[config.mk]
export PLATFORM = sky130hd
export DESIGN_NAME = salc_front
export DESIGN_NICKNAME = d
export VERILOG_FILES = /design/src/design/salc_pkg.sv /design/src/design/salc_front.sv
export SDC_FILE = /design/constraint.sdc
export NUM_CORES = 1
export LEC_CHECK = 0
export BUFFER_PORTS_ARGS = -buffer_cell sky130_fd_sc_hd__clkbuf_2
export CAP_MARGIN = 0
export CORE_ASPECT_RATIO = 1.1
export CORE_MARGIN = 2
export CORE_UTILIZATION = 55
export CTS_BUF_LIST = sky130_fd_sc_hd__clkbuf_16
export DETAILED_ROUTE_END_ITERATION = 6
export PLACE_DENSITY = 0.77
export SLEW_MARGIN = 20
export SYNTH_ARGS = -nofsm -noshare
export SYNTH_HDL_FRONTEND = slang
export SYNTH_SLANG_ARGS = --single-unit
export TNS_END_PERCENT = 1
[constraint.sdc]
create_clock -name clk -period 5.8 [get_ports clk]
set_input_delay 0.87 -clock clk [delete_from_list [all_inputs] [get_ports clk]]
set_output_delay 0.87 -clock clk [all_outputs]
set_load 0.02 [all_outputs]
[src/design/salc_pkg.sv]
// ----------------------------------------------------------------------------
// salc_pkg
// shared types, codes and field widths of the set-associative lru cache model
// ----------------------------------------------------------------------------
package salc_pkg;

  localparam int ADDR_W      = 63;
  localparam int KIND_W      = 2;
  localparam int OUTCOME_W   = 2;
  localparam int TOTAL_W     = 32;
  localparam int CFG_INDEX_W = 2;
  localparam int CFG_DATA_W  = 6;
  localparam int SHIFT_W     = 7;
  localparam int IN_TDATA_W  = 64;
  localparam int IN_PAD_W    = IN_TDATA_W - ADDR_W;
  localparam int OUT_TDATA_W = 104;
  localparam int OUT_PAD_W   = OUT_TDATA_W - OUTCOME_W - 3 * TOTAL_W;

  localparam logic [KIND_W-1:0] KIND_LOAD   = 2'd0;
  localparam logic [KIND_W-1:0] KIND_STORE  = 2'd1;
  localparam logic [KIND_W-1:0] KIND_MODIFY = 2'd2;

  localparam logic [OUTCOME_W-1:0] OUTCOME_HIT   = 2'd0;
  localparam logic [OUTCOME_W-1:0] OUTCOME_MISS  = 2'd1;
  localparam logic [OUTCOME_W-1:0] OUTCOME_EVICT = 2'd2;

  localparam logic [CFG_INDEX_W-1:0] REG_SET_INDEX_BITS    = 2'd0;
  localparam logic [CFG_INDEX_W-1:0] REG_BLOCK_OFFSET_BITS = 2'd1;
  localparam logic [CFG_INDEX_W-1:0] REG_WAYS_IN_USE       = 2'd2;

  typedef struct packed {
    logic [2:0] set_index_bits;
    logic [5:0] block_offset_bits;
    logic [2:0] ways_in_use;
  } cfg_t;

  typedef struct packed {
    logic valid;
    logic two;
  } lq_stat_t;

  typedef enum logic [1:0] {
    BK_IDLE,
    BK_EVAL,
    BK_SECOND
  } back_state_t;

endpackage

[src/design/salc_front.sv]
// ----------------------------------------------------------------------------
// salc_front
// accepts access beats, splits the address into set and tag, queues lookups
// ----------------------------------------------------------------------------
module salc_front
  import salc_pkg::*;
#(
  parameter int MAX_SET_INDEX_BITS = 6,
  parameter int SET_W              = 6
) (
  input  logic                  clk,
  input  logic                  rst,
  input  cfg_t                  cfg,
  input  logic                  s_tvalid,
  output logic                  s_tready,
  input  logic [IN_TDATA_W-1:0] s_tdata,
  input  logic [KIND_W-1:0]     s_tuser,
  output lq_stat_t              q_stat,
  output logic [SET_W-1:0]      q_set,
  output logic [ADDR_W-1:0]     q_tag,
  input  logic                  q_pop
);

  logic [ADDR_W-1:0]  addr;
  logic [2:0]         sbits;
  logic [ADDR_W-1:0]  shifted;
  logic [SET_W-1:0]   set_mask;
  logic [SET_W-1:0]   in_set;
  logic [SHIFT_W-1:0] tag_shift;
  logic [ADDR_W-1:0]  in_tag;
  logic               push;

  logic [SET_W-1:0]   set_q [2];
  logic [ADDR_W-1:0]  tag_q [2];
  logic [1:0]         two_q;
  logic               wr_ptr;
  logic               rd_ptr;
  logic [1:0]         count;

  always_comb begin
    addr      = s_tdata[ADDR_W-1:0];
    sbits     = (int'(cfg.set_index_bits) > MAX_SET_INDEX_BITS) ?
                3'(MAX_SET_INDEX_BITS) : cfg.set_index_bits;
    shifted   = addr >> cfg.block_offset_bits;
    set_mask  = ~({SET_W{1'b1}} << sbits);
    in_set    = shifted[SET_W-1:0] & set_mask;
    tag_shift = {1'b0, cfg.block_offset_bits} + {4'b0, sbits};
    in_tag    = addr >> tag_shift;
  end

  assign s_tready = (count != 2'd2);
  assign push     = s_tvalid && s_tready;

  always_ff @(posedge clk) begin
    if (push) begin
      set_q[wr_ptr] <= in_set;
      tag_q[wr_ptr] <= in_tag;
      two_q[wr_ptr] <= (s_tuser == KIND_MODIFY);
    end
  end

  always_ff @(posedge clk) begin
    if (rst) begin
      wr_ptr <= 1'b0;
      rd_ptr <= 1'b0;
      count  <= 2'd0;
    end else begin
      if (push) begin
        wr_ptr <= ~wr_ptr;
      end
      if (q_pop) begin
        rd_ptr <= ~rd_ptr;
      end
      case ({push, q_pop})
        2'b10:   count <= count + 2'd1;
        2'b01:   count <= count - 2'd1;
        default: count <= count;
      endcase
    end
  end

  assign q_stat.valid = (count != 2'd0);
  assign q_stat.two   = two_q[rd_ptr];
  assign q_set        = set_q[rd_ptr];
  assign q_tag        = tag_q[rd_ptr];

endmodule

==> reports/qor.txt <==
Fin worst setup slack - 1150 ps
Warnings from Yosys - 0
Area post-placement - 12700 sq um
Max H-tree Level - 4
Post-synthesis sequential area ratio - 36.3%
Fin crit period - 4650 ps
Final worst-path cycle share - 80.2%
Layout cell share with drive strength beyond 1 - 30.7%
DP Worst Slack - 826 ps
RR Startpoint - count[0]
Die height - 158 um
Antenna violations before repair - 0
Setup crit end kind - register
Finished Layout Cells - 1477
Seq cells post-synth - 145
Syn nets - 1156
Vias in the first global route - 9051
I/O Buffers - 149
CTS max path bufs - 2
First-pass GRT wire length - 51900 um
Largest net degree at the start of global routing - 71
Rel. slew slack - 35.9%
DIE AREA - 22800 sq um
Hold Path Class - reg2reg
Startpoint types - input pin
Slew Viols, Final - 0
PD cells - 321 nW/um^2
Routed Wire Length - 34200 um
Setup TNS Final - 0 ps
Worst reg2reg endpoint - tag_q[0][27]
Leakage Power - 5.28 nW
DIE WIDTH - 144 um
Worst-path clk slew - 60 ps
Setup violators final - 0
Hold-fix buffers, CTS - 0
FP Rows - 56
Largest fanout on the critical path - 44
Synth Flop Type - edfxtp_1
Worst Setup SP - cfg[3]
Avg WL per Cell - 23.2 um
Post-route ant nets - 0
Placer Congestion - 1.05
Post-Syn Area per Cell - 11.1 sq um
Async SR Flop Fraction - 0%
Critical path data required time - 5970 ps
Placed cells - 1445
Worst-case reg-to-reg path depth - 4
Post-CTS Resized - 0
Total CTS buffers - 17
Final hold vios - 0
Total power - 4.25 mW
All-Layer GR Usage - 30.3%
Final nets - 1261
Peak VDD IR - 149 uV
Commonest non-fill, non-tap cells in the layout - mux2i_1, clkbuf_2, edfxtp_1
DP HPWL - 25600 um
I/O pin count - 154
Cell Area, Synth - 11900 sq um
FMAX - 0.215 GHz
Via total after detailed routing - 9653
Post-synth EDFFs - 140
Area Growth Syn to Fin - 11.6%
Design Area, Final - 13200 sq um
Core area - 21200 sq um
Starting density of the core - 55.9%
Most common library cell in the layout ignoring fill and taps - mux2i_1
RSZ-0062 raised after global routing - no
CTS root buf - clkbuf_16
Overflow after GRT - 0
DRC violations left - 0
Gate Count Post-Synth - 1069
Clock Latency Late Sink - 420 ps
R2R setup slack - 3850 ps
Drt first pass iters - 6
Number of distinct library cells after synthesis - 70
CP endpoint - tag_q[1][16]
Critical Path AT - 4810 ps
Tightest Pin Transition - 961 ps
CTS tree - done
Ant. Diodes - 0
Crit Path Class - in2reg
Vias per inst - 6.54
# Max-Cap Violations - 0
# clock sinks - 145
Setup Buffers After CTS - 0
Layout Skew - 6.00 ps
Iteration-0 DRC count of the detailed router - 844
Status - finished clean
metrics by stage:
stage | utilization, % | hold WS [ps]
floorplan | - | 461
global placement | 59.7 | 481
detailed placement | 59.7 | 508
CTS | 62.4 | 517
global route | 62.4 | 543
finish | 62.4 | 510
worst max-delay path, stage by stage:
cell and delay (ps):
buf_4 430, ha_1 300, inv_1 70, fa_2 430, xnor2_4 650, buf_4 310
mux2i_1 350, mux2i_1 180, mux2i_1 510, mux2i_1 280, a221o_1 420
how the worst min path moves through the flow:
| stage | startpoint | endpoint | slack (ps) | cells past startpoint |
|---|---|---|---|---|
| floorplan | count[1] | count[1] | 460 | 2 |
| global placement | count[1] | count[1] | 480 | 2 |
| detailed placement | count[1] | count[1] | 510 | 2 |
| CTS | count[1] | count[1] | 520 | 2 |
| global route | count[1] | count[1] | 540 | 2 |
| finish | count[1] | count[1] | 510 | 2 |
routing by layer:
| layer | share of wire, % | up-vias | global-route usage, % |
|---|---|---|---|
| met4 | 4.9 | 0 | 15.9 |
| met1 | 41 | 4675 | 40.6 |
| met2 | 47 | 509 | 47.7 |
| met5 | 0 | - | 0 |
| met3 | 7.9 | 85 | 4.51 |
| li1 | - | 4384 | - |
power breakdown:
group | internal, mW | switching, mW | total (mW)
logic | 0.667 | 1.13 | 1.80
clock network | 0.587 | 0.460 | 1.05
registers | 1.37 | 0.0358 | 1.41
state kept, by name, summed over array words and instances, names as in the netlist, named ones only:
| register | flops |
|---|---|
| rd_ptr | 1 |
| tag_q | 126 |
| two_q | 2 |
| wr_ptr | 1 |
| count | 2 |
| set_q | 12 |
layout make-up:
class                           count  area, sq um
Timing Repair Buffer              178          966
Sequential cell                   145         4310
Inverter                            6         22.5
Fill cell                        1705         7990
Multi-Input combinational cell    826         7020
Tap cell                          290          363
Clock buffer                       18          450
Clock inverter                     14          120
synth_stat cells, types with 7 or more instances:
cell | n | share of area [%]
o21a_1 | 8 | 0.51
o21ai_0 | 28 | 1.2
nor2b_1 | 25 | 1.3
o211ai_1 | 21 | 1.3
a21oi_1 | 68 | 2.9
o21ai_1 | 8 | 0.34
and3_1 | 11 | 0.58
mux2_2 | 78 | 7.4
nand2b_1 | 8 | 0.42
o221ai_1 | 11 | 0.81
o22ai_1 | 20 | 1.1
buf_6 | 13 | 1.2
a22oi_1 | 10 | 0.63
mux4_2 | 49 | 9.3
nand2_1 | 91 | 2.9
edfxtp_1 | 140 | 35
nand3_1 | 18 | 0.76
clkbuf_1 | 43 | 1.4
nor2_1 | 63 | 2.0
mux2i_1 | 188 | 16
buf_2 | 20 | 0.84
a211oi_1 | 29 | 1.8
and2_1 | 7 | 0.37
cell families (layout without fill, tap and decap cells):
| group | count (synthesis) | in the layout | synth area share, % |
|---|---|---|---|
| muxes | 324 | 324 | 33.8 |
| AOI/OAI and AO/OA | 250 | 250 | 14.2 |
| and+or+nand+nor | 236 | 236 | 8.98 |
| DFF | 145 | 145 | 36.3 |
| buffers and inverters | 98 | 216 | 4.91 |
| xor gates and xnor gates | 11 | 11 | 1.29 |
| adders and majority gates | 5 | 5 | 0.590 |
Note: power is estimated with default switching activity, not from simulation.
